$ cat config.mk
export PLATFORM = sky130hd
export DESIGN_NAME = percent_escape_decoder_unit
export DESIGN_NICKNAME = d
export VERILOG_FILES = /design/src/design/pctd_pkg.sv /design/src/design/percent_escape_decoder_unit.sv /design/src/design/pctd_decoder.sv /design/src/design/pctd_out_queue.sv
export SDC_FILE = /design/constraint.sdc
export NUM_CORES = 1
export LEC_CHECK = 0
export BUFFER_PORTS_ARGS = -buffer_cell sky130_fd_sc_hd__buf_2
export CELL_PAD_IN_SITES_DETAIL_PLACEMENT = 1
export CELL_PAD_IN_SITES_GLOBAL_PLACEMENT = 2
export CORE_UTILIZATION = 40
export CTS_CLUSTER_DIAMETER = 30
export DETAILED_ROUTE_END_ITERATION = 12
export GPL_TIMING_DRIVEN = 0
export PLACE_DENSITY_LB_ADDON = 0.1
export SLEW_MARGIN = 10
export SYNTH_ARGS = -nofsm -noshare
export SYNTH_HDL_FRONTEND = slang
export SYNTH_SLANG_ARGS = --single-unit
export TNS_END_PERCENT = 5
$ cat constraint.sdc
create_clock -name clk -period 5.61 [get_ports clk]
set_clock_uncertainty 0.05 [all_clocks]
set_input_delay 0.561 -clock clk [delete_from_list [all_inputs] [get_ports clk]]
set_output_delay 0.561 -clock clk [all_outputs]
set_load 0.03 [all_outputs]
$ cat src/design/pctd_pkg.sv
`timescale 1ns / 1ps
// ----------------------------------------------------------------------------
// pctd_pkg
// Shared types, character codes and decode functions for the percent-escape
// decoder.
// ----------------------------------------------------------------------------
package pctd_pkg;

  typedef struct packed {
    logic [7:0] in_byte;
    logic       in_last;
  } pctd_in_t;

  typedef struct packed {
    logic [7:0] out_byte;
    logic       out_last;
  } pctd_out_t;

  typedef enum logic [1:0] {
    PH_IDLE  = 2'd0,
    PH_PCT   = 2'd1,
    PH_DIGIT = 2'd2
  } pctd_phase_t;

  // Results written into the output queue by one accepted word.
  typedef struct packed {
    logic      push0;
    logic      push1;
    pctd_out_t res0;
    pctd_out_t res1;
  } pctd_push_t;

  localparam logic [7:0] PCT_CHAR   = 8'h25;
  localparam logic [7:0] PLUS_CHAR  = 8'h2B;
  localparam logic [7:0] MINUS_CHAR = 8'h2D;
  localparam logic [7:0] SPACE_CHAR = 8'h20;
  localparam logic [7:0] TAB_CHAR   = 8'h09;
  localparam logic [7:0] CR_CHAR    = 8'h0D;

  localparam int unsigned QUEUE_DEPTH = 3;

  // Bit 4 flags a hex digit, bits 3:0 carry its value.
  function automatic logic [4:0] hex_digit(input logic [7:0] c);
    logic [4:0] r;
    r = 5'd0;
    if (c >= 8'h30 && c <= 8'h39) begin
      r = {1'b1, c[3:0]};
    end else if ((c >= 8'h41 && c <= 8'h46) || (c >= 8'h61 && c <= 8'h66)) begin
      r = {1'b1, c[3:0] + 4'd9};
    end
    return r;
  endfunction

  function automatic logic is_space(input logic [7:0] c);
    return (c == SPACE_CHAR) || (c >= TAB_CHAR && c <= CR_CHAR);
  endfunction

  // Value of a two-character escape, as a base-16 parse truncated to 8 bits.
  function automatic logic [7:0] pair_value(input logic [7:0] a, input logic [7:0] b);
    logic [4:0] ha;
    logic [4:0] hb;
    logic [7:0] r;
    ha = hex_digit(a);
    hb = hex_digit(b);
    r  = 8'd0;
    if (ha[4]) begin
      r = hb[4] ? {ha[3:0], hb[3:0]} : {4'h0, ha[3:0]};
    end else if (hb[4]) begin
      if (is_space(a) || a == PLUS_CHAR) begin
        r = {4'h0, hb[3:0]};
      end else if (a == MINUS_CHAR) begin
        r = 8'd0 - {4'h0, hb[3:0]};
      end
    end
    return r;
  endfunction

endpackage

$ cat src/design/percent_escape_decoder_unit.sv
`timescale 1ns / 1ps
// ----------------------------------------------------------------------------
// percent_escape_decoder_unit
// Streaming URL percent-escape decoder, one character word in per cycle when not stalled.
// ----------------------------------------------------------------------------
// The block takes one URL character per cycle while in_stall is low and
// returns decoded bytes registered in a three-entry result queue. A '%' and the
// character after it produce no output; the third character completes the
// escape and yields one byte. An escape cut off by the end of the URL yields
// its characters literally, which for '%' plus one character means two
// output words; the input is stalled while the queue holds two or more
// words, so the sustained rate is one word per cycle when the output is not
// stalled, and the input stall is set only by queue occupancy.
module percent_escape_decoder_unit (
  input  logic                clk,
  input  logic                rst_n,
  input  logic                in_valid,
  output logic                in_stall,
  input  pctd_pkg::pctd_in_t  in_data,
  output logic                out_valid,
  input  logic                out_stall,
  output pctd_pkg::pctd_out_t out_data
);

  pctd_pkg::pctd_push_t  push;
  pctd_pkg::pctd_phase_t phase;
  logic [1:0]            level;
  logic                  in_accept;

  assign in_stall  = (level > 2'd1);
  assign in_accept = in_valid && !in_stall;

  pctd_decoder u_decoder (
    .clk     (clk),
    .rst_n   (rst_n),
    .accept  (in_accept),
    .in_data (in_data),
    .push    (push),
    .phase   (phase)
  );

  pctd_out_queue u_out_queue (
    .clk       (clk),
    .rst_n     (rst_n),
    .push      (push),
    .level     (level),
    .out_valid (out_valid),
    .out_stall (out_stall),
    .out_data  (out_data)
  );

  // A second result word is only ever written together with a first one.
  a_push_pair: assert property (@(posedge clk) disable iff (!rst_n)
    push.push1 |-> push.push0)
    else $error("second result written without a first");

  // Two words come only from an escape cut short after one character.
  a_two_words: assert property (@(posedge clk) disable iff (!rst_n)
    push.push1 |-> (phase == pctd_pkg::PH_PCT && in_data.in_last && in_accept))
    else $error("two result words outside a truncated escape");

  // A '%' that opens an escape in idle produces no output.
  a_pct_silent: assert property (@(posedge clk) disable iff (!rst_n)
    (in_accept && phase == pctd_pkg::PH_IDLE && in_data.in_byte == pctd_pkg::PCT_CHAR
     && !in_data.in_last) |-> !push.push0)
    else $error("escape start produced an output word");

  // Reset leaves the output queue empty.
  a_reset_empty: assert property (@(posedge clk)
    !rst_n |=> !out_valid)
    else $error("output valid right after reset");

endmodule

$ cat src/design/pctd_decoder.sv
`timescale 1ns / 1ps
// ----------------------------------------------------------------------------
// pctd_decoder
// Escape state machine: tracks the position inside a percent escape and
// forms zero, one or two result words for each accepted input word.
// ----------------------------------------------------------------------------
module pctd_decoder (
  input  logic                 clk,
  input  logic                 rst_n,
  input  logic                 accept,
  input  pctd_pkg::pctd_in_t   in_data,
  output pctd_pkg::pctd_push_t push,
  output pctd_pkg::pctd_phase_t phase
);

  pctd_pkg::pctd_phase_t phase_r, phase_nxt;
  logic [7:0]            held_digit_r, held_digit_nxt;

  always_ff @(posedge clk) begin
    if (!rst_n) begin
      phase_r      <= pctd_pkg::PH_IDLE;
      held_digit_r <= 8'd0;
    end else begin
      phase_r      <= phase_nxt;
      held_digit_r <= held_digit_nxt;
    end
  end

  always_comb begin
    phase_nxt      = phase_r;
    held_digit_nxt = held_digit_r;
    push           = '0;
    if (accept) begin
      case (phase_r)
        pctd_pkg::PH_PCT: begin
          held_digit_nxt = in_data.in_byte;
          if (in_data.in_last) begin
            // The escape is cut short: give back the '%' and the one character.
            phase_nxt          = pctd_pkg::PH_IDLE;
            push.push0         = 1'b1;
            push.res0.out_byte = pctd_pkg::PCT_CHAR;
            push.res0.out_last = 1'b0;
            push.push1         = 1'b1;
            push.res1.out_byte = in_data.in_byte;
            push.res1.out_last = 1'b1;
          end else begin
            phase_nxt = pctd_pkg::PH_DIGIT;
          end
        end
        pctd_pkg::PH_DIGIT: begin
          phase_nxt          = pctd_pkg::PH_IDLE;
          push.push0         = 1'b1;
          push.res0.out_byte = pctd_pkg::pair_value(held_digit_r, in_data.in_byte);
          push.res0.out_last = in_data.in_last;
        end
        default: begin
          if (in_data.in_byte == pctd_pkg::PCT_CHAR && !in_data.in_last) begin
            phase_nxt = pctd_pkg::PH_PCT;
          end else begin
            phase_nxt          = pctd_pkg::PH_IDLE;
            push.push0         = 1'b1;
            push.res0.out_byte = in_data.in_byte;
            push.res0.out_last = in_data.in_last;
          end
        end
      endcase
    end
  end

  assign phase = phase_r;

endmodule

$ cat src/design/pctd_out_queue.sv
`timescale 1ns / 1ps
// ----------------------------------------------------------------------------
// pctd_out_queue
// Three-entry result queue that takes up to two words per cycle and hands
// one word per cycle to the output channel while out_stall is low.
// ----------------------------------------------------------------------------
module pctd_out_queue (
  input  logic                 clk,
  input  logic                 rst_n,
  input  pctd_pkg::pctd_push_t push,
  output logic [1:0]           level,
  output logic                 out_valid,
  input  logic                 out_stall,
  output pctd_pkg::pctd_out_t  out_data
);

  pctd_pkg::pctd_out_t mem_r [pctd_pkg::QUEUE_DEPTH];
  logic [1:0]          head_r, head_nxt;
  logic [1:0]          level_r, level_nxt;
  logic [1:0]          tail0;
  logic [1:0]          tail1;
  logic                pop;

  function automatic logic [1:0] wrap(input logic [2:0] x);
    logic [2:0] r;
    r = (x >= 3'(pctd_pkg::QUEUE_DEPTH)) ? x - 3'(pctd_pkg::QUEUE_DEPTH) : x;
    return r[1:0];
  endfunction

  assign tail0     = wrap({1'b0, head_r} + {1'b0, level_r});
  assign tail1     = wrap({1'b0, tail0} + 3'd1);
  assign out_valid = (level_r != 2'd0);
  assign pop       = out_valid && !out_stall;
  assign out_data  = mem_r[head_r];
  assign level     = level_r;

  always_comb begin
    head_nxt  = pop ? wrap({1'b0, head_r} + 3'd1) : head_r;
    level_nxt = level_r + {1'b0, push.push0} + {1'b0, push.push1} - {1'b0, pop};
  end

  always_ff @(posedge clk) begin
    if (!rst_n) begin
      head_r  <= 2'd0;
      level_r <= 2'd0;
    end else begin
      head_r  <= head_nxt;
      level_r <= level_nxt;
    end
  end

  always_ff @(posedge clk) begin
    for (int i = 0; i < pctd_pkg::QUEUE_DEPTH; i++) begin
      if (push.push0 && tail0 == 2'(i)) begin
        mem_r[i] <= push.res0;
      end else if (push.push1 && tail1 == 2'(i)) begin
        mem_r[i] <= push.res1;
      end
    end
  end

endmodule

==> flow_summary.toml, run 1 <==
[global_route]
grt-ovfl-total = 0
grt_start_max_net_pins = 14
antenna_found_initial = 0
grt_pass1_vias = 2863
grt_pass1_wl_mm = 15.0
track_usage = 0.230

[clocking]
clockBufferDepth = 2
ctsRootBufferMaster = "clkbuf_8"
path_clk_slew_ns = 0.09
cts_setup_buffers = 0
h-tree-depth = 2
hold_buffers = 0
clock_sinks = 43
post_cts_resized = 0
clk_latency_ns = 0.30
cts_tree = "yes"
cts_inserted_buffers = 5

[power]
p_switching_uw = 504
p_int_uw = 708
power_density_nw_per_um2 = 342
comb_power_share = 0.446
p_seq_frac = 0.394
clockPowerShare = 0.161
peakVddDrop_mv = 0.129
p_leak_uw = 0.00138
p_sw_frac = 0.416

[timing]
tightest_slew_ns = 0.888
fin_setup_tns_ns = 0
hold_violations = 0
setup_viol = 0
slew_viol_final = 0
max_freq_mhz = 271
rsz0062_at_grt = "false"
post-route-period-util = 0.657
period_needed_ns = 3.68
maxSlewHeadroom = 0.405

[drt]
dr.pass1.iters = 6
routedWlPerCell_um = 17.9
detail-route-antenna-nets = 0
drc_errors = 0
totalWireLength_mm = 9.04
vias = 2865
vias_per_cell = 5.67
drtIter0Drc = 78

[layout]
final_area_um2 = 3550
final_common_cell = "nand2_1"
drive_gt1_frac = 0.119
finalNetCount = 437
layout_common_cells = "nand2_1 (58), o21ai_0 (38), edfxtp_1 (27)"
area_delta_synth_final_pct = 10.2
insertedDiodeCount = 0

[floorplan]
die_area_um2 = 8410
die_h_um = 91.7
pin_count = 24
dieWidth_um = 91.7
core-area_um2 = 7770
rows = 32
start_util = 0.414

[run]
maxCapViolations = 0

[synthesis]
synth_seq_area_share = 0.351
ys_types = 61
synthFlopType = "edfxtp_1"
syn_area_um2 = 3220
synth_seq_cells = 43
yosysWarnings = 0
synth_nets = 407
syn_inst = 372
synth_top_area_share = 0.252
synth_edf_count = 27
netlist_top_cells_area = "edfxtp_1 (25%), dfxtp_1 (9.9%), ha_1 (7.8%)"
avgSynthCellArea_um2 = 8.65
synth_area_leader_cell = "edfxtp_1"
synthArstFlopShare = 0

[worst_setup_path]
endpoint_kind = "register"
criticalPathCategory = "reg -> reg"
crit_end = "u_out_queue.mem_r[1][6]$_DFFE_PP_"
max_stage_delay_ns = 0.69
r2r_slack_ns = 1.93
reg2reg_to = "u_out_queue.mem_r[1][6]$_DFFE_PP_"
arrival_ns = 3.64
critPathLaunchType = "register"
required_ns = 5.57
cpMaxStageDelayCell = "a31oi_1"
reg2reg_depth = 13
crit_fanout = 10
r2r-start = "u_out_queue.level[0]$_SDFF_PN0_"
startpoint = "u_out_queue.level[0]$_SDFF_PN0_"
cp_cell_sequence = "ha_1 -> inv_1 -> fa_1 -> inv_1 -> ha_1 -> nor2b_1 -> nor2b_1 -> o21a_1 -> inv_1 -> ha_1 -> nand3_1 -> a31oi_1 -> a22oi_1"

[place]
gp_congestion = 0.880
io_buffers = 23
dp_hpwl_mm = 7.19
dpl_cell_area_um2 = 3460

[hold_path]
min_path_type = "reg -> reg"

[status]
outcome = "completed"
kinds of logic (layout without fill, tap and decap cells):
kind of cell | count (synthesis) | after routing | share of synthesized area
AOI/OAI and AO/OA | 117 | 117 | 0.245
xor gates and xnor gates | 4 | 4 | 0.0109
adders and majority gates | 22 | 22 | 0.0902
buffers and inverters | 36 | 67 | 0.0451
DFF | 43 | 43 | 0.351
muxes | 19 | 19 | 0.0599
and+or+nand+nor | 131 | 131 | 0.197
state kept, by name, indices dropped and copies added (netlist names), named ones only:
signal,cells
u_decoder.held_digit_r,8
u_out_queue.level,2
u_out_queue.mem_r,27
u_out_queue.head_r,2
u_decoder.phase,2
cell type report:
type	instances	area, um^2
Buffer	18	77.6
Clock buffer	6	72.6
Clock inverter	2	12.5
Fill cell	967	4220
Inverter	18	67.6
Multi-Input combinational cell	293	1940
Sequential cell	43	1130
Tap cell	102	128
Timing Repair Buffer	23	115
routing by layer:
metal  vias to the layer above  track usage  share of wire
met1                      1394        0.290           0.46
met3                        13       0.0290          0.022
met4                         0       0.0638          0.019
met5                         -            0              0
met2                        42        0.410           0.50
li1                       1416            -              -
stage by stage:
step | std cells | power, uW | util | setup slack, ns | hold slack, ns
2_1_floorplan | 372 | 871 | - | 2.44 | 0.413
3_3_place_gp | 497 | 997 | 0.446 | 1.64 | 0.441
3_5_place_dp | 497 | 1030 | 0.446 | 1.63 | 0.456
4_1_cts | 505 | 1230 | 0.457 | 1.87 | 0.472
5_1_grt | 505 | 1300 | 0.457 | 1.57 | 0.481
6_report | 505 | 1210 | 0.457 | 1.93 | 0.469
worst max-delay path, delay by kind of cell, from the launching register on:
kind / cells / cell delay [ns]
AOI/OAI and AO/OA: 3 / 1.09
adders and majority gates: 4 / 1.15
buffers and inverters: 3 / 0.20
DFF: 1 / 0.42
and+or+nand+nor: 3 / 0.50
worst min path at each step:
stage	startpoint	end	slack [ns]	depth (start not counted)
after global placement	u_out_queue.head_r[1]$_SDFFE_PN0P_	u_out_queue.head_r[1]$_SDFFE_PN0P_	0.44	2
after floorplan	u_out_queue.head_r[1]$_SDFFE_PN0P_	register	0.41	2
after global routing	rst_n	u_decoder.held_digit_r[2]$_SDFFE_PN0P_	0.48	2
after detailed placement	u_out_queue.head_r[1]$_SDFFE_PN0P_	register	0.46	2
final	u_decoder.held_digit_r[4]$_SDFFE_PN0P_	u_decoder.held_digit_r[4]$_SDFFE_PN0P_	0.47	2
after CTS	u_decoder.held_digit_r[4]$_SDFFE_PN0P_	u_decoder.held_digit_r[4]$_SDFFE_PN0P_	0.47	2
synthesized netlist by cell type (all sizes together) (12+ instances only):
cell type	n
o21ai	39
nand2	58
mux2i	17
a21oi	14
inv	18
a21boi	12
dfxtp	16
edfxtp	27
nor2	22
ha	20
clkbuf	15
power groups by stage:
stage	registers (uW)	logic [uW]	clock network (uW)
after floorplan	469	402	0
after global placement	477	520	0
after detailed placement	486	546	0
after CTS	479	549	201
after global routing	486	603	211
final	477	540	195
Power figures use the tool's default switching activity.
==> run 2: changes to the inputs <==
--- a/config.mk
+++ b/config.mk
@@ -8,7 +8,7 @@
 export BUFFER_PORTS_ARGS = -buffer_cell sky130_fd_sc_hd__buf_2
 export CELL_PAD_IN_SITES_DETAIL_PLACEMENT = 1
 export CELL_PAD_IN_SITES_GLOBAL_PLACEMENT = 2
-export CORE_UTILIZATION = 40
+export CORE_UTILIZATION = 37
 export CTS_CLUSTER_DIAMETER = 30
 export DETAILED_ROUTE_END_ITERATION = 12
 export GPL_TIMING_DRIVEN = 0
==> constraint.sdc (replaced) <==
create_clock -name clk -period 3.7 [get_ports clk]
set_clock_uncertainty 0.05 [all_clocks]
set_input_delay 0.37 -clock clk [delete_from_list [all_inputs] [get_ports clk]]
set_output_delay 0.37 -clock clk [all_outputs]
set_load 0.03 [all_outputs]
==> flow_summary.toml, run 2 (same netlist as run 1, synthesis figures left out) <==
[worst_setup_path]
endpoint_kind = "register"
crit_fanout = 10
critPathLaunchType = "primary input"
arrival_ns = 3.43
criticalPathCategory = "in -> reg"
required_ns = 3.67

[layout]
largest_reg_flops = 27
regMostFlops = "u_out_queue.mem_r"
multi_input_area_um2 = 1960
post-route-util = 0.430
reg.largest.list = "u_out_queue.mem_r x27, u_decoder.held_digit_r x8"
num-fill-cells = 1018
final_area_um2 = 3570
final_common_cell = "nand2_1"
finalNetCount = 437
drive_gt1_frac = 0.129
insertedDiodeCount = 0
seqCellArea_um2 = 1130
area_delta_synth_final_pct = 11.0
layout_common_cells = "nand2_1 (58), o21ai_0 (38), edfxtp_1 (27)"

[drt]
routedWlPerCell_um = 16.9
drc_errors = 0
totalWireLength_mm = 8.58
vias = 2761
detail-route-antenna-nets = 0
vias_per_cell = 5.44
drtIter0Drc = 80
dr.pass1.iters = 4

[power]
peakVddDrop_mv = 0.222
power_density_nw_per_um2 = 516
p_leak_uw = 0.00139

[place]
dpl_cell_area_um2 = 3470
dp_hpwl_mm = 6.85
gp_congestion = 0.826
io_buffers = 23

[clocking]
clk_latency_ns = 0.30
h-tree-depth = 2
ctsRootBufferMaster = "clkbuf_8"
path_clk_slew_ns = 0.09
clock_sinks = 43
clockBufferDepth = 2
cts_tree = "yes"
cts_inserted_buffers = 5

[timing]
tightest_slew_ns = 0.643
max_freq_mhz = 289
period_needed_ns = 3.46
fin_setup_tns_ns = 0
post-route-period-util = 0.934
slew_viol_final = 0
hold_slack_ns = 0.304
maxSlewHeadroom = 0.566
rsz0062_at_grt = "true"
setup_viol = 0
hold_violations = 0

[global_route]
grt_pass1_wl_mm = 14.0
track_usage = 0.205
grt-ovfl-total = 0
grt_start_max_net_pins = 14
antenna_found_initial = 0
grt_pass1_vias = 2745

[floorplan]
rows = 33
core-area_um2 = 8300
die_area_um2 = 9080
dieWidth_um = 95.3
die_h_um = 95.3
pin_count = 24
start_util = 0.388

[status]
outcome = "completed"

[hold_path]
min_path_type = "in -> reg"

[run]
maxCapViolations = 0
-- run 2: path summary, 6_finish.rpt --
| check | slack, ns | cells past startpoint | endpoint | startpoint |
|---|---|---|---|---|
| worst min-delay path | 0.30 | 2 | u_decoder.held_digit_r[2]$_SDFFE_PN0P_ | rst_n |
| worst max register to register | 0.25 | 15 | u_out_queue.mem_r[1][1]$_DFFE_PP_ | u_out_queue.level[0]$_SDFF_PN0_ |
| worst max-delay path | 0.24 | 12 | u_out_queue.mem_r[2][7]$_DFFE_PP_ | in_data[2] |
| worst min register to register | 0.46 | 2 | u_decoder.held_digit_r[4]$_SDFFE_PN0P_ | u_decoder.held_digit_r[4]$_SDFFE_PN0P_ |
-- run 2: timing repair --
action,4_1_cts,5_1_grt
buffers inserted,0,0
gates resized for setup,0,4
endpoints found under the setup margin,0,21
hold buffers,0,0
-- run 2: power by group --
part | internal, uW | switching, uW | total, uW | leakage (uW)
logic | 269 | 550 | 820 | 0.000955
clock network | 140 | 169 | 310 | 0.0000489
registers | 673 | 41.5 | 714 | 0.000384
total | 1080 | 761 | 1840 | 0.00139
-- run 2: final cells by class --
cell class	count	share of cell area
multi-input cells	293	0.549
flip-flops and latches	43	0.317
clock buffers	6	0.0214
well taps	105	0.0368
plain buffers	18	0.0217
clock inverters	2	0.00315
repair buffers	23	0.0322
inverters	18	0.0189
-- run 2: per-layer routing --
| layer | track usage | part of all wire |
|---|---|---|
| met1 | 0.272 | 0.49 |
| met5 | 0 | 0 |
| met3 | 0.0255 | 0.016 |
| met2 | 0.352 | 0.48 |
| met4 | 0.0480 | 0.011 |
-- run 2: through the flow --
stage / total power, uW / cells / setup slack, ns
after floorplan: 1320 / 372 / 0.618
after global placement: 1520 / 500 / -0.0430
after detailed placement: 1540 / 500 / -0.0370
after CTS: 1850 / 508 / 0.0548
after global routing: 1990 / 508 / -0.0137
final: 1840 / 508 / 0.245
-- run 2: critical path: stages --
cell and delay (ns):
buf_2 0.10, buf_1 0.42, inv_1 0.13, ha_1 0.27, or3b_2 0.48, and3_1 0.23, a32oi_1 0.29, ha_1 0.25
a21boi_0 0.25, a2111oi_2 0.13, nor2_2 0.35, o31ai_1 0.15
